--- config.mk ---
export PLATFORM = sky130hd
export DESIGN_NAME = spl_cordic
export DESIGN_NICKNAME = d
export VERILOG_FILES = /design/src/sv/sync0_send_phase_lock_top_assert.svh /design/src/sv/spl_pkg.sv /design/src/sv/spl_cordic.sv
export SDC_FILE = /design/constraint.sdc
export NUM_CORES = 1
export LEC_CHECK = 0
export ABC_AREA = 1
export BUFFER_PORTS_ARGS = -buffer_cell sky130_fd_sc_hd__buf_4
export CORE_UTILIZATION = 40
export CTS_CLUSTER_SIZE = 14
export DETAILED_ROUTE_END_ITERATION = 7
export MAX_ROUTING_LAYER = met4
export SLEW_MARGIN = 20
export SYNTH_ARGS = -nofsm -noshare
export SYNTH_HDL_FRONTEND = slang
export SYNTH_SLANG_ARGS = --single-unit
--- constraint.sdc ---
create_clock -name clk -period 9.3 [get_ports clk]
set_input_delay 0.465 -clock clk [delete_from_list [all_inputs] [get_ports clk]]
set_output_delay 0.465 -clock clk [all_outputs]
set_load 0.1 [all_outputs]
--- src/sv/sync0_send_phase_lock_top_assert.svh ---
`ifndef SYNC0_SEND_PHASE_LOCK_TOP_ASSERT_SVH
`define SYNC0_SEND_PHASE_LOCK_TOP_ASSERT_SVH

// consequent holds in the same cycle as the antecedent
`define SPL_ASSERT_SAME(label, ante, cons, msg) \
    label: assert property (@(posedge clk) disable iff (!rst_n) (ante) |-> (cons)) \
        else $error(msg);

// consequent holds in the cycle after the antecedent
`define SPL_ASSERT_NEXT(label, ante, cons, msg) \
    label: assert property (@(posedge clk) disable iff (!rst_n) (ante) |=> (cons)) \
        else $error(msg);

`endif

--- src/sv/spl_pkg.sv ---
package spl_pkg;

    // default averaging depth
    localparam int unsigned PHASE_SAMPLES_DEF = 64;

    // cordic datapath
    localparam int CW           = 36;
    localparam int CORDIC_STEPS = 31;
    localparam int CORDIC_IW    = 5;
    localparam logic [CW-1:0] CORDIC_GAIN = 36'h026DD3B6A;
    localparam logic [31:0]   PI_Q30      = 32'd3373259426;
    localparam logic [32:0]   TWO_PI_Q30  = 33'd6746518852;
    localparam logic [63:0]   HALF_TWO_PI = 64'd3373259426;

    // serial divider widths
    localparam int DIV_NW = 64;
    localparam int DIV_DW = 33;
    localparam int DIV_CW = 6;

    // register indexes
    localparam logic [1:0] REG_DC_ENABLE = 2'd0;
    localparam logic [1:0] REG_INTERVAL  = 2'd1;
    localparam logic [1:0] REG_SHIFT     = 2'd2;

    typedef enum logic [4:0] {
        ST_IDLE,
        ST_SUM,
        ST_DIFF,
        ST_SHIFT,
        ST_MOD_GO,
        ST_MOD_WAIT,
        ST_ERR,
        ST_TURN_GO,
        ST_TURN_WAIT,
        ST_FOLD,
        ST_ZMUL,
        ST_ROT_GO,
        ST_ROT_WAIT,
        ST_MEANC_GO,
        ST_MEANC_WAIT,
        ST_MEANS_GO,
        ST_MEANS_WAIT,
        ST_COUNT,
        ST_VEC_GO,
        ST_VEC_WAIT,
        ST_AMUL,
        ST_AHI,
        ST_MERR_GO,
        ST_MERR_WAIT,
        ST_PWC,
        ST_PWS,
        ST_JUDGE,
        ST_FINISH
    } state_t;

    typedef struct packed {
        logic              start;
        logic [DIV_NW-1:0] num;
        logic [DIV_DW-1:0] den;
    } div_req_t;

    typedef struct packed {
        logic              done;
        logic [DIV_NW-1:0] quot;
        logic [DIV_DW-1:0] rem;
    } div_rsp_t;

    typedef struct packed {
        logic                 start;
        logic                 vec;
        logic signed [CW-1:0] x;
        logic signed [CW-1:0] y;
        logic signed [CW-1:0] z;
    } cor_req_t;

    typedef struct packed {
        logic                 done;
        logic signed [CW-1:0] x;
        logic signed [CW-1:0] y;
        logic signed [CW-1:0] z;
    } cor_rsp_t;

    // arctangent of 2^-i in q2.30
    function automatic logic [CW-1:0] atan_q30(input logic [CORDIC_IW-1:0] idx);
        logic [CW-1:0] v;
        case (idx)
            5'd0:    v = 36'h03243F6A8;
            5'd1:    v = 36'h01DAC6705;
            5'd2:    v = 36'h00FADBAFC;
            5'd3:    v = 36'h007F56EA6;
            5'd4:    v = 36'h003FEAB76;
            5'd5:    v = 36'h001FFD55B;
            5'd6:    v = 36'h000FFFAAA;
            5'd7:    v = 36'h0007FFF55;
            5'd8:    v = 36'h0003FFFEA;
            5'd9:    v = 36'h0001FFFFD;
            5'd10:   v = 36'h0000FFFFF;
            5'd11:   v = 36'h00007FFFF;
            5'd12:   v = 36'h00003FFFF;
            5'd13:   v = 36'h00001FFFF;
            5'd14:   v = 36'h00000FFFF;
            5'd15:   v = 36'h000007FFF;
            5'd16:   v = 36'h000003FFF;
            5'd17:   v = 36'h000001FFF;
            5'd18:   v = 36'h000000FFF;
            5'd19:   v = 36'h0000007FF;
            5'd20:   v = 36'h0000003FF;
            5'd21:   v = 36'h0000001FF;
            5'd22:   v = 36'h0000000FF;
            5'd23:   v = 36'h00000007F;
            5'd24:   v = 36'h00000003F;
            5'd25:   v = 36'h00000001F;
            5'd26:   v = 36'h00000000F;
            5'd27:   v = 36'h000000008;
            5'd28:   v = 36'h000000004;
            5'd29:   v = 36'h000000002;
            5'd30:   v = 36'h000000001;
            default: v = '0;
        endcase
        return v;
    endfunction

endpackage

--- src/sv/spl_cordic.sv ---
module spl_cordic (
    input  logic              clk,
    input  logic              rst_n,
    input  spl_pkg::cor_req_t req,
    output spl_pkg::cor_rsp_t rsp
);

    logic                             busy_reg;
    logic                             done_reg;
    logic [spl_pkg::CORDIC_IW-1:0]    cnt_reg;
    logic                             vec_reg;
    logic signed [spl_pkg::CW-1:0]    x_reg;
    logic signed [spl_pkg::CW-1:0]    y_reg;
    logic signed [spl_pkg::CW-1:0]    z_reg;
    logic signed [spl_pkg::CW-1:0]    xs;
    logic signed [spl_pkg::CW-1:0]    ys;
    logic signed [spl_pkg::CW-1:0]    at;
    logic signed [spl_pkg::CW-1:0]    x_next;
    logic signed [spl_pkg::CW-1:0]    y_next;
    logic signed [spl_pkg::CW-1:0]    z_next;
    logic                             d_pos;
    logic                             hold;

    // one micro-rotation; rotation follows z, vectoring drives y to zero
    always_comb
    begin
        xs    = x_reg >>> cnt_reg;
        ys    = y_reg >>> cnt_reg;
        at    = $signed(spl_pkg::atan_q30(cnt_reg));
        d_pos = vec_reg ? y_reg[spl_pkg::CW-1] : !z_reg[spl_pkg::CW-1];
        hold  = vec_reg && (y_reg == '0);
        if (hold)
        begin
            x_next = x_reg;
            y_next = y_reg;
            z_next = z_reg;
        end
        else if (d_pos)
        begin
            x_next = x_reg - ys;
            y_next = y_reg + xs;
            z_next = z_reg - at;
        end
        else
        begin
            x_next = x_reg + ys;
            y_next = y_reg - xs;
            z_next = z_reg + at;
        end
    end

    // iteration control
    always_ff @(posedge clk or negedge rst_n)
    begin
        if (!rst_n)
        begin
            busy_reg <= 1'b0;
            done_reg <= 1'b0;
            cnt_reg  <= '0;
        end
        else
        begin
            done_reg <= 1'b0;
            if (req.start)
            begin
                busy_reg <= 1'b1;
                cnt_reg  <= '0;
            end
            else if (busy_reg)
            begin
                cnt_reg <= cnt_reg + 1'b1;
                if (cnt_reg == spl_pkg::CORDIC_IW'(spl_pkg::CORDIC_STEPS - 1))
                begin
                    busy_reg <= 1'b0;
                    done_reg <= 1'b1;
                end
            end
        end
    end

    // vector registers
    always_ff @(posedge clk)
    begin
        if (req.start)
        begin
            vec_reg <= req.vec;
            x_reg   <= req.x;
            y_reg   <= req.y;
            z_reg   <= req.z;
        end
        else if (busy_reg)
        begin
            x_reg <= x_next;
            y_reg <= y_next;
            z_reg <= z_next;
        end
    end

    assign rsp.done = done_reg;
    assign rsp.x    = x_reg;
    assign rsp.y    = y_reg;
    assign rsp.z    = z_reg;

endmodule

==> impl_results.md <==
- Clk root buf: clkbuf_16
- Most area-consuming cells after synthesis: nand2_1, edfxtp_1, nand3_1
- CTS buffer count: 17
- Cell Area, Synth: 0.0183 mm2
- Initial core utilization: 0.404
- Total Wirelength: 75.4 mm
- Syn Area/Cell: 6.05 um2
- Non-filler instance count after layout: 3783
- H-tree depth: 4
- Total congestion overflow: 0
- Detailed-placement wirelength estimate: 60.7 mm
- Element type at the critical path start: flop
- Largest net degree at the start of global routing: 82
- Port Buf Inserts: 220
- # setup viols final: 0
- Crit path launch: cnt_reg[0]
- WHS Path Cells: 1
- Max Cap Violations: 0
- Post-synth EDFFs: 109
- Post-Synthesis Cells: 3026
- Core box area: 0.0453 mm2
- Clk buf depth: 2
- Hold path startpoint: req[108]
- Met3 usage: 0.0441
- Clock latency on the worst-skew pair: 0.50 ns
- Placed cell count: 3750
- Most frequent cells in the layout: nand2_1, nand3_1, buf_4
- F_max: 143 MHz
- Fin crit period: 6.98 ns
- Asr flop ratio synth: 0.0603
- CP max FO: 81
- Status: complete, but fails checks
- Failing checks: design-rule violations
- HP Class: in -> reg
- Worst reg2reg setup slack: 2.32 ns
- Cell Chain, Critical Path: buf_4 > inv_2 > ha_1 > a21oi_1 > o21ai_0 > nand4_1 > o21ai_2 > xnor2_1 > ha_1 > nand2_1 > nor2_1 > inv_1 > nor4_1 > o21ai_0 > nand3_1 > a21boi_0 > xor2_1 > o21ai_1
- Worst Tran Pin Value: 1.12 ns
- Rel. slew slack: 0.251
- Req. time, crit path: 9.51 ns
- Final hold slack: 0.167 ns
- Synth-to-Final Area Change: 14.0%
- Initial drt markers: 2231
- Crit-path max cell delay: 0.80 ns
- Skew final: 0.0108 ns
- Yosys warns: 0
- Wire per inst: 19.9 um
- Post-synth top area cell: nand2_1
- Yosys top cell area share: 0.205
- Hold EP: vec_reg
- Antenna violations before repair: 1
- Die Height: 216 um
- CP endpoint kind: flop
- Fin. max-slew vios: 0
- GR Util met1: 0.459
- ANT nets after route: 0
- Met2 Usage GRT: 0.497
- Syn nets: 3259
- Clock Pin Slew Worst Setup and Hold Paths: 0.07 ns
- Gpl congestion: 1.05
- R2R Path End: z_reg[35]
- Reg2reg start: cnt_reg[0]
- DR vias: 21206
- Yosys reg bits: 116
- Vias per cell: 5.61
- Layout cells sized above 1: 0.149
- Total iterations of the first detailed-routing run: 8
- CP Data Arrival Time: 7.19 ns
- Worst Path Buf+Inv: 3
- Final period utilization: 0.751
- Fin nets: 3403
- Gr usage total: 0.331
- Full die area: 0.0466 mm2
- Setup TNS Final: 0 ns
- Register area share after synthesis: 0.188
- Vias in the first global route: 19942
- GRT busiest layer: met2
- Std-Cell Rows: 78
- Commonest non-fill, non-tap cell in the layout: nand2_1
- Top FF cell, synth: edfxtp_1
- Post-synthesis cell type count: 58
- CTS tree: built
- RSZ-0062 raised after global routing: false
- Worst-case reg-to-reg path depth: 18
- Util after Layout: 0.461
- Crit Path Category: reg -> reg
- Num Clock Sinks: 116
- Crit path max-delay family: compound AO/OA/AOI/OAI gates
- Crit-path slowest cell: o21ai_2
- Hold Vio Cnt, Final: 0
- # IOs: 221
- First-pass GRT wire length: 116 mm
- Residual DRC count: 2
- Cts repair resizes: 0
- Die W: 216 um
cell usage after synthesis (all sizes together), types with 42 or more instances:
cell / number
ha: 118
edfxtp: 109
inv: 263
nor2: 226
nand3: 472
a21oi: 150
xor2: 65
buf: 79
o21ai: 143
nand2: 1054
xnor2: 42
or2: 59
final cells by class:
type	instances	area, um2
fill	4935	24400
multi-input combinational	2530	13300
sequential	116	3450
timing repair buffer	241	1810
inverter	264	991
tap	600	751
clock buffer	17	425
clock inverter	14	128
antenna	1	2.50
stage by stage:
stage | area (um2) | setup slack (ns)
after floorplan | 18300 | 1.79
after global placement | 20300 | 2.30
after detailed placement | 20300 | 2.46
after CTS | 20900 | 2.41
after global routing | 20900 | 1.90
final | 20900 | 2.32
how the worst max path moves through the flow:
stage	endpoint	slack (ns)	depth (start not counted)
floorplan	x_reg[0]	1.79	4
global placement	z_reg[35]	2.30	18
detailed placement	z_reg[35]	2.46	18
CTS	z_reg[35]	2.41	18
global route	z_reg[35]	1.90	18
finish	z_reg[35]	2.32	18
routing by layer:
layer / vias to the layer above / part of all wire
li1: 10433 / -
met1: 9833 / 0.48
met5: - / 0
met3: 103 / 0.064
met2: 837 / 0.43
met4: 0 / 0.027
worst reg2reg max path, delay by kind of cell (launching register included):
kind	cells	cell delay, ns
AOI/OAI and AO/OA	6	1.86
and+or+nand+nor	5	1.66
buffers and inverters	3	1.31
adders and majority gates	2	1.06
xor gates and xnor gates	2	0.46
DFF	1	0.34
logic make-up after synthesis:
| family | after synthesis | share of synthesized area |
|---|---|---|
| AO/OA/AOI/OAI | 415 | 0.130 |
| XOR/XNOR | 107 | 0.0512 |
| adder cells (fa/ha/maj) | 121 | 0.0839 |
| buffers and inverters | 380 | 0.0861 |
| flip-flops | 116 | 0.188 |
| AND/OR/NAND/NOR | 1887 | 0.460 |
repair_timing:
item	CTS	global route
hold buffers	1	0
setup endpoints to repair	0	0
buffers inserted	0	0
endpoints found under the hold margin	7	0
Power is left out: the tool's default activity adds up to more than one toggle a clock period on the data nets, which glitch-free logic cannot reach.
