`config.mk`:
```
export PLATFORM = sky130hd
export DESIGN_NAME = spl_div
export DESIGN_NICKNAME = d
export VERILOG_FILES = /design/src/sv/sync0_send_phase_lock_top_assert.svh /design/src/sv/spl_pkg.sv /design/src/sv/spl_div.sv
export SDC_FILE = /design/constraint.sdc
export NUM_CORES = 1
export LEC_CHECK = 0
export BUFFER_PORTS_ARGS = -buffer_cell sky130_fd_sc_hd__buf_2
export CAP_MARGIN = 25
export CORE_AREA = 2 2 117 119
export DETAILED_ROUTE_END_ITERATION = 10
export DIE_AREA = 0 0 119 121
export GPL_TIMING_DRIVEN = 0
export HOLD_SLACK_MARGIN = 0.1
export PLACE_DENSITY = 0.84
export SYNTH_ARGS = -nofsm -noshare
export SYNTH_HDL_FRONTEND = slang
export SYNTH_SLANG_ARGS = --single-unit
```
`constraint.sdc`:
```
create_clock -name clk -period 4.79 [get_ports clk]
set_input_delay 0.2395 -clock clk [delete_from_list [all_inputs] [get_ports clk]]
set_output_delay 0.2395 -clock clk [all_outputs]
set_load 0.02 [all_outputs]
```
`src/sv/sync0_send_phase_lock_top_assert.svh`:
```
`ifndef SYNC0_SEND_PHASE_LOCK_TOP_ASSERT_SVH
`define SYNC0_SEND_PHASE_LOCK_TOP_ASSERT_SVH

// consequent holds in the same cycle as the antecedent
`define SPL_ASSERT_SAME(label, ante, cons, msg) \
    label: assert property (@(posedge clk) disable iff (!rst_n) (ante) |-> (cons)) \
        else $error(msg);

// consequent holds in the cycle after the antecedent
`define SPL_ASSERT_NEXT(label, ante, cons, msg) \
    label: assert property (@(posedge clk) disable iff (!rst_n) (ante) |=> (cons)) \
        else $error(msg);

`endif

```
`src/sv/spl_pkg.sv`:
```
package spl_pkg;

    // default averaging depth
    localparam int unsigned PHASE_SAMPLES_DEF = 64;

    // cordic datapath
    localparam int CW           = 36;
    localparam int CORDIC_STEPS = 31;
    localparam int CORDIC_IW    = 5;
    localparam logic [CW-1:0] CORDIC_GAIN = 36'h026DD3B6A;
    localparam logic [31:0]   PI_Q30      = 32'd3373259426;
    localparam logic [32:0]   TWO_PI_Q30  = 33'd6746518852;
    localparam logic [63:0]   HALF_TWO_PI = 64'd3373259426;

    // serial divider widths
    localparam int DIV_NW = 64;
    localparam int DIV_DW = 33;
    localparam int DIV_CW = 6;

    // register indexes
    localparam logic [1:0] REG_DC_ENABLE = 2'd0;
    localparam logic [1:0] REG_INTERVAL  = 2'd1;
    localparam logic [1:0] REG_SHIFT     = 2'd2;

    typedef enum logic [4:0] {
        ST_IDLE,
        ST_SUM,
        ST_DIFF,
        ST_SHIFT,
        ST_MOD_GO,
        ST_MOD_WAIT,
        ST_ERR,
        ST_TURN_GO,
        ST_TURN_WAIT,
        ST_FOLD,
        ST_ZMUL,
        ST_ROT_GO,
        ST_ROT_WAIT,
        ST_MEANC_GO,
        ST_MEANC_WAIT,
        ST_MEANS_GO,
        ST_MEANS_WAIT,
        ST_COUNT,
        ST_VEC_GO,
        ST_VEC_WAIT,
        ST_AMUL,
        ST_AHI,
        ST_MERR_GO,
        ST_MERR_WAIT,
        ST_PWC,
        ST_PWS,
        ST_JUDGE,
        ST_FINISH
    } state_t;

    typedef struct packed {
        logic              start;
        logic [DIV_NW-1:0] num;
        logic [DIV_DW-1:0] den;
    } div_req_t;

    typedef struct packed {
        logic              done;
        logic [DIV_NW-1:0] quot;
        logic [DIV_DW-1:0] rem;
    } div_rsp_t;

    typedef struct packed {
        logic                 start;
        logic                 vec;
        logic signed [CW-1:0] x;
        logic signed [CW-1:0] y;
        logic signed [CW-1:0] z;
    } cor_req_t;

    typedef struct packed {
        logic                 done;
        logic signed [CW-1:0] x;
        logic signed [CW-1:0] y;
        logic signed [CW-1:0] z;
    } cor_rsp_t;

    // arctangent of 2^-i in q2.30
    function automatic logic [CW-1:0] atan_q30(input logic [CORDIC_IW-1:0] idx);
        logic [CW-1:0] v;
        case (idx)
            5'd0:    v = 36'h03243F6A8;
            5'd1:    v = 36'h01DAC6705;
            5'd2:    v = 36'h00FADBAFC;
            5'd3:    v = 36'h007F56EA6;
            5'd4:    v = 36'h003FEAB76;
            5'd5:    v = 36'h001FFD55B;
            5'd6:    v = 36'h000FFFAAA;
            5'd7:    v = 36'h0007FFF55;
            5'd8:    v = 36'h0003FFFEA;
            5'd9:    v = 36'h0001FFFFD;
            5'd10:   v = 36'h0000FFFFF;
            5'd11:   v = 36'h00007FFFF;
            5'd12:   v = 36'h00003FFFF;
            5'd13:   v = 36'h00001FFFF;
            5'd14:   v = 36'h00000FFFF;
            5'd15:   v = 36'h000007FFF;
            5'd16:   v = 36'h000003FFF;
            5'd17:   v = 36'h000001FFF;
            5'd18:   v = 36'h000000FFF;
            5'd19:   v = 36'h0000007FF;
            5'd20:   v = 36'h0000003FF;
            5'd21:   v = 36'h0000001FF;
            5'd22:   v = 36'h0000000FF;
            5'd23:   v = 36'h00000007F;
            5'd24:   v = 36'h00000003F;
            5'd25:   v = 36'h00000001F;
            5'd26:   v = 36'h00000000F;
            5'd27:   v = 36'h000000008;
            5'd28:   v = 36'h000000004;
            5'd29:   v = 36'h000000002;
            5'd30:   v = 36'h000000001;
            default: v = '0;
        endcase
        return v;
    endfunction

endpackage

```
`src/sv/spl_div.sv`:
```
module spl_div (
    input  logic              clk,
    input  logic              rst_n,
    input  spl_pkg::div_req_t req,
    output spl_pkg::div_rsp_t rsp
);

    logic                       busy_reg;
    logic                       done_reg;
    logic [spl_pkg::DIV_CW-1:0] cnt_reg;
    logic [spl_pkg::DIV_DW:0]   rem_reg;
    logic [spl_pkg::DIV_NW-1:0] quo_reg;
    logic [spl_pkg::DIV_DW-1:0] den_reg;
    logic [spl_pkg::DIV_DW:0]   trial;
    logic                       ge;
    logic [spl_pkg::DIV_DW:0]   rem_next;

    // one restoring step: shift in the next numerator bit, subtract if it fits
    always_comb
    begin
        trial    = {rem_reg[spl_pkg::DIV_DW-1:0], quo_reg[spl_pkg::DIV_NW-1]};
        ge       = (trial >= {1'b0, den_reg});
        rem_next = ge ? (trial - {1'b0, den_reg}) : trial;
    end

    // step control
    always_ff @(posedge clk or negedge rst_n)
    begin
        if (!rst_n)
        begin
            busy_reg <= 1'b0;
            done_reg <= 1'b0;
            cnt_reg  <= '0;
        end
        else
        begin
            done_reg <= 1'b0;
            if (req.start)
            begin
                busy_reg <= 1'b1;
                cnt_reg  <= '0;
            end
            else if (busy_reg)
            begin
                cnt_reg <= cnt_reg + 1'b1;
                if (cnt_reg == spl_pkg::DIV_CW'(spl_pkg::DIV_NW - 1))
                begin
                    busy_reg <= 1'b0;
                    done_reg <= 1'b1;
                end
            end
        end
    end

    // remainder and quotient shift registers
    always_ff @(posedge clk)
    begin
        if (req.start)
        begin
            rem_reg <= '0;
            quo_reg <= req.num;
            den_reg <= req.den;
        end
        else if (busy_reg)
        begin
            rem_reg <= rem_next;
            quo_reg <= {quo_reg[spl_pkg::DIV_NW-2:0], ge};
        end
    end

    assign rsp.done = done_reg;
    assign rsp.quot = quo_reg;
    assign rsp.rem  = rem_reg[spl_pkg::DIV_DW-1:0];

endmodule

```
==> results of run 1 <==
[per-stage QoR]
stage	setup WS [ns]	instance area (um2)	util	power [W]
5_1_grt	1.17	9480	0.725	0.00509
3_5_place_dp	1.49	8560	0.654	0.00350
6_report	1.45	9480	0.725	0.00482
4_1_cts	1.46	9480	0.724	0.00483
2_1_floorplan	1.77	7330	-	0.00301
3_3_place_gp	0.815	8540	0.653	0.00347
[routing by layer]
| layer | up-vias | track usage | wire length, um |
|---|---|---|---|
| met4 | 0 | 0.120 | 449 |
| li1 | 2856 | - | - |
| met2 | 240 | 0.476 | 9730 |
| met5 | - | 0 | 0 |
| met1 | 2838 | 0.302 | 7310 |
| met3 | 33 | 0.0841 | 1560 |
[kinds of logic after synthesis]
logic type                 share of synthesized area
adders and majority gates                     0.0608
buffers and inverters                         0.0425
muxes                                          0.128
xor gates and xnor gates                      0.0382
AOI/OAI and AO/OA                              0.140
and+or+nand+nor                               0.0758
DFF                                            0.515
[final timing paths]
kind                                  start     endpoint  slack (ns)  cells after the start
max in group asynchronous             rst_n   cnt_reg[2]        4.42                      2
worst min register to register   rem_reg[9]   rem_reg[9]        0.48                      2
worst min-delay path                req[84]  quo_reg[51]        0.11                      2
worst max-delay path            quo_reg[63]  rem_reg[29]        1.45                     15
min in group asynchronous             rst_n   cnt_reg[3]        0.20                      2
worst max register to register  quo_reg[63]  rem_reg[29]        1.45                     15
[report_power, final]
part           total, W  leakage, nW  internal (W)  switching, W
logic           0.00189         2.58      0.000803       0.00108
registers       0.00164         1.37       0.00148      0.000157
clock network   0.00130        0.274      0.000771      0.000526
[worst max-delay path: stages (launching register included)]
cell and delay, ns:
edfxtp_1 0.45, inv_1 0.09, ha_1 0.14, inv_1 0.05, fa_1 0.41, a211oi_1 0.28
o21bai_1 0.13, a21oi_1 0.42, o211ai_2 0.16, nand2_1 0.12, o21ba_1 0.15, buf_6 0.14
nand2_8 0.08, buf_8 0.19, nand2_1 0.25, o21ai_1 0.13
[area by class of cell]
class                           count  share of cell area
Antenna cell                        2            0.000528
Buffer                             25              0.0143
Clock buffer                       19              0.0457
Clock inverter                     13              0.0153
Inverter                           47              0.0186
Multi-Input combinational cell    426               0.342
Sequential cell                   138               0.398
Tap cell                          176              0.0232
Timing Repair Buffer              232               0.142
[cells in the final DEF, fill, tap and decap left out, types with 3 or more instances in the layout]
| master | count |
|---|---|
| clkbuf_16 | 17 |
| inv_6 | 3 |
| mux2i_1 | 22 |
| and2_1 | 3 |
| nand2b_1 | 4 |
| nor2_1 | 47 |
| nand3_1 | 9 |
| a211oi_1 | 23 |
| clkinv_4 | 3 |
| o21bai_1 | 8 |
| clkinvlp_4 | 3 |
| xnor2_1 | 21 |
| o21a_1 | 3 |
| o21ai_1 | 16 |
| ha_1 | 34 |
| a31oi_1 | 5 |
| dlygate4sd3_1 | 34 |
| inv_1 | 46 |
| a21o_1 | 19 |
| dfrtp_1 | 8 |
| mux2_2 | 64 |
| o21ai_0 | 17 |
| nor2b_1 | 3 |
| a21oi_1 | 42 |
| nand2_1 | 30 |
| dfxtp_1 | 33 |
| edfxtp_1 | 97 |
| a32oi_1 | 7 |
| clkbuf_1 | 19 |
| xor2_1 | 11 |
| buf_2 | 199 |
| nand4_1 | 8 |
==> impl_metrics.json, run 1 <==
{
  "synth_ff_type": "edfxtp_1",
  "p_leak_nw": 4.23,
  "clock-sinks": 138,
  "nNetsFinal": 1022,
  "synth_common_cells": "edfxtp_1 (97), mux2_2 (64), inv_1 (47), nor2_1 (47), a21oi_1 (42)",
  "dpl.hpwl_um": 13600,
  "synth_cells": 636,
  "max-slew-margin-rel": 0.394,
  "drt-initial-drc-count": 352,
  "drt_first_pass_iters": 5,
  "dieHeight_um": 121,
  "hold_class": "in2reg",
  "synth_seq_cells": 138,
  "finalNonFillerCells": 1078,
  "vias_per_cell": 5.54,
  "num_rows": 42,
  "crit_fanout": 10,
  "synth_edf_count": 97,
  "die_area_um2": 14400,
  "drc": 0,
  "grt_overflow_total": 0,
  "largest_reg_flops": 64,
  "cp-end-kind": "flop",
  "yosys.area.top_type_share": 0.397,
  "seq_area_um2": 3770,
  "ys_async_sr_fraction": 0.0580,
  "via_count": 5967,
  "port_buffers": 197,
  "ant_nets": 0,
  "maxCapViolations": 0,
  "cts_max_path_buffers": 2,
  "whs_ns": 0.115,
  "setup_tns_ns": 0,
  "multiInputGateArea_um2": 3250,
  "routedWlPerCell_um": 17.7,
  "synth_largest_area_cell": "edfxtp_1",
  "cts.htree.levels": 4,
  "core_area_um2": 13100,
  "fill_cells": 968,
  "drive_gt1_frac": 0.339,
  "drv_slew": 0,
  "syn2layout_area_growth_pct": 29.3,
  "period_minus_slack_ns": 3.34,
  "fmax_ghz": 0.300,
  "ctsResizeCount": 0,
  "avgSynthCellArea_um2": 11.5,
  "gp_congestion": 0.956,
  "synth_warnings": 0,
  "hold_buffers": 34,
  "status": "finished clean",
  "grt_pass1_wl_um": 29900,
  "numCtsBuffers": 17,
  "yosysMostFrequentCell": "edfxtp_1",
  "clk_latency_ns": 0.42,
  "antenna_found_initial": 2,
  "grt_use_total": 0.271,
  "cts_setup_buffers": 0,
  "rsz0062_at_grt": "no",
  "io_pins": 198,
  "start_kind": "flop",
  "cts_tree": "built",
  "fin_crit_sh": 0.696,
  "synthTopCellsByArea": "edfxtp_1 (40%), mux2_2 (9.8%), dfxtp_1 (9.0%)",
  "start_util": 0.560,
  "hold_viol": 0,
  "grt_start_max_net_pins": 44,
  "required_ns": 5.08,
  "ys_seq_area_frac": 0.515,
  "grt_pass1_vias": 6040,
  "clk_pin_slew_worst_paths_ns": 0.06,
  "crit_arrival_ns": 3.63,
  "skew_ns": 0.0115,
  "p_per_area_nw_per_um2": 509,
  "syn-cell-area_um2": 7330,
  "syn_nets": 771,
  "worst-slew-pin-transition_ns": 0.909,
  "finalWirelength_um": 19000,
  "synth_cell_types": 57,
  "peakVddDrop_mv": 0.260,
  "setup_viol": 0,
  "cts_root_buffer": "clkbuf_16",
  "dp_cells": 1010,
  "fp.dieW_um": 119,
  "crit_type": "reg2reg"
}
Power figures use the tool's default switching activity.
==> run 2, diff against run 1 <==
--- a/config.mk
+++ b/config.mk
@@ -7,12 +7,12 @@
 export LEC_CHECK = 0
 export BUFFER_PORTS_ARGS = -buffer_cell sky130_fd_sc_hd__buf_2
 export CAP_MARGIN = 25
-export CORE_AREA = 2 2 117 119
+export CORE_AREA = 2 2 127 129
 export DETAILED_ROUTE_END_ITERATION = 10
-export DIE_AREA = 0 0 119 121
+export DIE_AREA = 0 0 129 131
 export GPL_TIMING_DRIVEN = 0
 export HOLD_SLACK_MARGIN = 0.1
-export PLACE_DENSITY = 0.84
+export PLACE_DENSITY = 0.76
 export SYNTH_ARGS = -nofsm -noshare
 export SYNTH_HDL_FRONTEND = slang
 export SYNTH_SLANG_ARGS = --single-unit
==> constraint.sdc (replaced) <==
create_clock -name clk -period 2.97 [get_ports clk]
set_input_delay 0.1485 -clock clk [delete_from_list [all_inputs] [get_ports clk]]
set_output_delay 0.1485 -clock clk [all_outputs]
set_load 0.02 [all_outputs]
==> run 2 against run 1 <==
Core utilization is 5.8 points lower. Critical path type unchanged. Worst hold slack worse by 0.015 ns. Register-to-register slack worse by 1.4 ns. Total power is 71% higher. Global-route usage is 2.5 points lower. Critical endpoint is now quo_reg[0].
==> impl_metrics.json, run 2 (same netlist as run 1, synthesis figures left out) <==
{
  "status": "finished clean",
  "required_ns": 3.15,
  "num_antenna_cells": 0,
  "grt_start_max_net_pins": 41,
  "gp_congestion": 0.939,
  "seq_area_um2": 3770,
  "maxCapViolations": 0,
  "hold_class": "in2async",
  "r2r_setup_slack_ns": 0.09,
  "skew_ns": 0.0136,
  "mostFrequentLayoutCell": "buf_2",
  "core_area_um2": 15600,
  "grt_overflow_total": 0,
  "numCtsBuffers": 17,
  "post-route-util": 0.667,
  "nNetsFinal": 1098,
  "drt_first_pass_iters": 5,
  "crit_arrival_ns": 3.05,
  "cp-end-kind": "flop",
  "drc": 0,
  "routedWlPerCell_um": 17.7,
  "syn2layout_area_growth_pct": 41.8,
  "fin_area_um2": 10400,
  "die_area_um2": 16900,
  "via_count": 6330,
  "num_rows": 46,
  "clk_latency_ns": 0.43,
  "worst-slew-pin-transition_ns": 0.922,
  "cts.htree.levels": 4,
  "start_kind": "flop",
  "fp.dieW_um": 129,
  "grt_pass1_vias": 6384,
  "startpoint": "quo_reg[63]",
  "drt-initial-drc-count": 283,
  "clk_pin_slew_worst_paths_ns": 0.07,
  "io_pins": 198,
  "vias_per_cell": 5.31,
  "start_util": 0.470,
  "ant_nets": 0,
  "drv_slew": 0,
  "multiInputGateArea_um2": 3330,
  "crit_fanout": 6,
  "p_leak_nw": 4.60,
  "grt_pass1_wl_um": 31800,
  "cts_root_buffer": "clkbuf_16",
  "drive_gt1_frac": 0.346,
  "fill_cells": 1168,
  "peakVddDrop_mv": 0.527,
  "p_per_area_nw_per_um2": 794,
  "grt_use_total": 0.246,
  "cts_tree": "built",
  "max-slew-margin-rel": 0.385,
  "setup_viol": 0,
  "dieHeight_um": 131,
  "antenna_found_initial": 0,
  "rr_startpoint": "quo_reg[63]",
  "layout_common_cells": "buf_2 (197), dlygate4sd3_1 (98), edfxtp_1 (97)",
  "crit_type": "reg2reg",
  "clock-sinks": 138,
  "rsz0062_at_grt": "yes",
  "port_buffers": 197,
  "fin_crit_sh": 0.968,
  "hold_viol": 0,
  "power_w": 0.00826,
  "largest_reg_flops": 64,
  "dpl.hpwl_um": 13800,
  "period_minus_slack_ns": 2.88,
  "dpl-instance-area_um2": 8610,
  "cts_max_path_buffers": 2,
  "fmax_ghz": 0.348,
  "finalWirelength_um": 21100
}
run 2: changes by cell type in the layout (fill, tap and decap cells not counted), moves of 3 or more:
cell / before / now
dlygate4sd3_1: 34 / 98
buf_4: 1 / 14
ha_1: 34 / 30
inv_8: 0 / 4
a21oi_1: 42 / 39
a21oi_2: 0 / 3
clkbuf_1: 19 / 16
clkinv_4: 3 / 0
run 2: through the flow:
step	setup TNS (ns)	hold slack [ns]	worst slack, ns	instances
finish	0	0.0998	0.0937	1192
global route	-0.182	0.123	-0.0349	1192
CTS	-0.0247	0.104	-0.0247	1181
detailed placement	-2.26	-0.00123	-0.168	1050
global placement	-62.97	-0.00354	-0.978	1049
floorplan	0	-0.147	0.0315	636
run 2: metal layers:
metal  vias to the layer above  wire, um  track usage
met4                         0       489       0.0946
li1                       3018         -            -
met5                         -         0            0
met2                       249     10800        0.437
met1                      3019      8490        0.285
met3                        44      1310       0.0647
run 2: what timing repair did:
action | 4_1_cts | 5_1_grt
pin swaps | 1 | 12
hold endpoints to repair | 105 | 0
resized for setup | 4 | 21
hold buffers | 98 | 0
cloned | 0 | 1
buffers inserted | 1 | 11
setup endpoints to repair | 28 | 33
run 2: path summary, 6_finish.rpt:
path                            cells after the start           to
worst max-delay path                               14   quo_reg[0]
worst min-delay path                                2     done_reg
worst max register to register                     14   quo_reg[0]
worst min register to register                      2   rem_reg[9]
max in group asynchronous                           2   cnt_reg[2]
min in group clk                                    1  den_reg[15]
run 2: cell type report:
cell class                      instances  share of cell area
Sequential cell                       138               0.363
Multi-Input combinational cell        426               0.321
Timing Repair Buffer                  309               0.202
Clock buffer                           17              0.0409
Tap cell                              216              0.0260
Clock inverter                         15              0.0170
Inverter                               47              0.0170
Buffer                                 24              0.0136
run 2: power by group:
part / switching (W) / total, W / leakage (nW) / internal (W)
Sequential: 0.000262 / 0.00265 / 1.37 / 0.00239
Clock: 0.000935 / 0.00221 / 0.289 / 0.00127
Combinational: 0.00187 / 0.00340 / 2.93 / 0.00153
Total: 0.00307 / 0.00826 / 4.60 / 0.00519
run 2: critical path, cell delays in order, from the launching register on:
cell and delay (ns):
edfxtp_1 0.41, inv_2 0.08, ha_4 0.12, inv_2 0.04, fa_2 0.36, a211oi_2 0.21
o21bai_1 0.12, a21oi_2 0.27, o211ai_2 0.13, nand2_1 0.11, o21ba_1 0.14, buf_6 0.14
nand2_8 0.08, buf_12 0.15, mux2_2 0.25
==> run 3, diff against run 2 <==
--- a/config.mk
+++ b/config.mk
@@ -6,13 +6,12 @@
 export NUM_CORES = 1
 export LEC_CHECK = 0
 export BUFFER_PORTS_ARGS = -buffer_cell sky130_fd_sc_hd__buf_2
-export CAP_MARGIN = 25
 export CORE_AREA = 2 2 127 129
 export DETAILED_ROUTE_END_ITERATION = 10
 export DIE_AREA = 0 0 129 131
 export GPL_TIMING_DRIVEN = 0
 export HOLD_SLACK_MARGIN = 0.1
-export PLACE_DENSITY = 0.76
+export PLACE_DENSITY = 0.8
 export SYNTH_ARGS = -nofsm -noshare
 export SYNTH_HDL_FRONTEND = slang
 export SYNTH_SLANG_ARGS = --single-unit
==> run 3 against run 2 <==
Die area is the same. Worst setup slack improved by 0.0067 ns. Final area up 0.78%. Sequential cell count did not move. Global-route usage up 1.4 points. Combinational power grew 2%. Worst hold slack better by 0.31 ns. Sequential power is essentially flat. Non-clock buffer count grew 4. Highest routed layer unchanged.
==> impl_metrics.json, run 3 (same netlist as run 1, synthesis figures left out) <==
{
  "grt_overflow_total": 0,
  "port_buffers": 197,
  "cts_tree": "built",
  "drt-initial-drc-count": 432,
  "syn2layout_area_growth_pct": 43.0,
  "fmax_ghz": 0.348,
  "clk_pin_slew_worst_paths_ns": 0.07,
  "p_leak_nw": 4.63,
  "cts_root_buffer": "clkbuf_16",
  "period_minus_slack_ns": 2.87,
  "drive_gt1_frac": 0.350,
  "maxCapViolations": 0,
  "core_area_um2": 15600,
  "cts_max_path_buffers": 2,
  "skew_ns": 0.0108,
  "fin_area_um2": 10500,
  "clk_latency_ns": 0.44,
  "setup_viol": 0,
  "p_per_area_nw_per_um2": 792,
  "numCtsBuffers": 17,
  "crit_fanout": 7,
  "routedWlPerCell_um": 18.3,
  "ant_nets": 0,
  "vias_per_cell": 5.34,
  "rr_startpoint": "den_reg[21]",
  "fp.dieW_um": 129,
  "cts.htree.levels": 4,
  "antenna_found_initial": 0,
  "power_w": 0.00830,
  "fin_ws_ns": 0.100,
  "grt_pass1_vias": 6473,
  "drt_first_pass_iters": 5,
  "drc": 0,
  "grt_pass1_wl_um": 33200,
  "finalNonFillerCells": 1196,
  "start_kind": "flop",
  "place_ws_ns": -0.118,
  "worst-slew-pin-transition_ns": 0.904,
  "r2r_end": "quo_reg[0]",
  "num_antenna_cells": 0,
  "crit_arrival_ns": 3.05,
  "max-slew-margin-rel": 0.397,
  "io_pins": 198,
  "start_util": 0.470,
  "hold_depth": 1,
  "nNetsFinal": 1102,
  "grt_use_total": 0.260,
  "clock-sinks": 138,
  "mostFrequentLayoutCell": "buf_2",
  "largest_reg_flops": 64,
  "crit_type": "reg2reg",
  "worstHoldEndpoint": "den_reg[12]",
  "grt_start_max_net_pins": 39,
  "dpl.hpwl_um": 14200,
  "rr_worst_depth": 13,
  "die_area_um2": 16900,
  "fill_cells": 1129,
  "num_rows": 46,
  "via_count": 6386,
  "hold_viol": 0,
  "gp_congestion": 0.957,
  "whs_ns": 0.408,
  "layout_common_cells": "buf_2 (197), dlygate4sd3_1 (100), edfxtp_1 (97)",
  "dp_cells": 1050,
  "rsz0062_at_grt": "yes",
  "min_from": "req[97]",
  "dpl-instance-area_um2": 8610,
  "cp-end-kind": "flop",
  "hold_class": "in2reg",
  "dieHeight_um": 131,
  "status": "finished clean",
  "finalWirelength_um": 21900,
  "peakVddDrop_mv": 0.596,
  "fin_crit_sh": 0.966,
  "required_ns": 3.15,
  "drv_slew": 0,
  "r2r_setup_slack_ns": 0.10
}
-- run 3: cell types whose count changed in the layout (fill, tap and decap cells not counted), moves of 2 or more --
cell / previous run / this run
dlygate4sd3_1: 98 / 100
ha_4: 2 / 4
buf_4: 14 / 17
clkinv_8: 0 / 2
-- run 3: how the worst max path moves through the flow --
stage	startpoint	to	slack, ns
global route	quo_reg[63]	rem_reg[16]	-0.08
floorplan	quo_reg[63]	quo_reg[0]	0.03
finish	den_reg[21]	quo_reg[0]	0.10
detailed placement	quo_reg[63]	quo_reg[0]	-0.12
global placement	req[97]	quo_reg[53]	-0.87
CTS	quo_reg[63]	quo_reg[0]	0.02
-- run 3: what timing repair did --
item                                    CTS  global route
pin swaps                                 1            21
hold endpoints to repair                105             0
hold buffers                            100             0
setup buffers                             1            13
gates cloned                              0             1
endpoints found under the setup margin   26            33
resized for setup                         3            29
-- run 3: final cells by class --
type	count	area [um2]	area share
multi-input cells	426	3380	0.322
repair buffers	313	2140	0.204
clock inverters	15	175	0.0167
inverters	47	176	0.0168
clock buffers	17	425	0.0406
flip-flops and latches	138	3770	0.360
well taps	216	270	0.0258
plain buffers	24	145	0.0138
-- run 3: worst max-delay path, cell delays in order (launching register included) --
cell and delay [ns]:
edfxtp_1 0.37, inv_1 0.07, ha_1 0.21, clkbuf_1 0.21, a21oi_2 0.21, o21ai_1 0.09
a221o_1 0.31, a21oi_1 0.17, o21ai_0 0.13, o21ba_4 0.24, buf_8 0.12, nand2_8 0.08
buf_12 0.15, mux2_4 0.27
-- run 3: power by group --
part	internal (W)	total [W]	switching, W	leakage (nW)
Sequential	0.00239	0.00267	0.000281	1.37
Combinational	0.00157	0.00347	0.00190	2.97
Clock	0.00120	0.00216	0.000959	0.289
Total	0.00516	0.00830	0.00314	4.63
-- run 3: layer usage --
layer  vias up  track usage  wire [um]
met5         -            0          0
met1      3007        0.302       8400
li1       3015            -          -
met3        53       0.0668       1570
met4         0        0.104        582
met2       311        0.462      11400
-- run 3: per-stage QoR --
stage / setup TNS (ns) / util
finish: 0 / 0.672
global route: -0.562 / 0.672
CTS: 0 / 0.656
detailed placement: -1.07 / 0.552
global placement: -56.70 / 0.551
floorplan: 0 / -
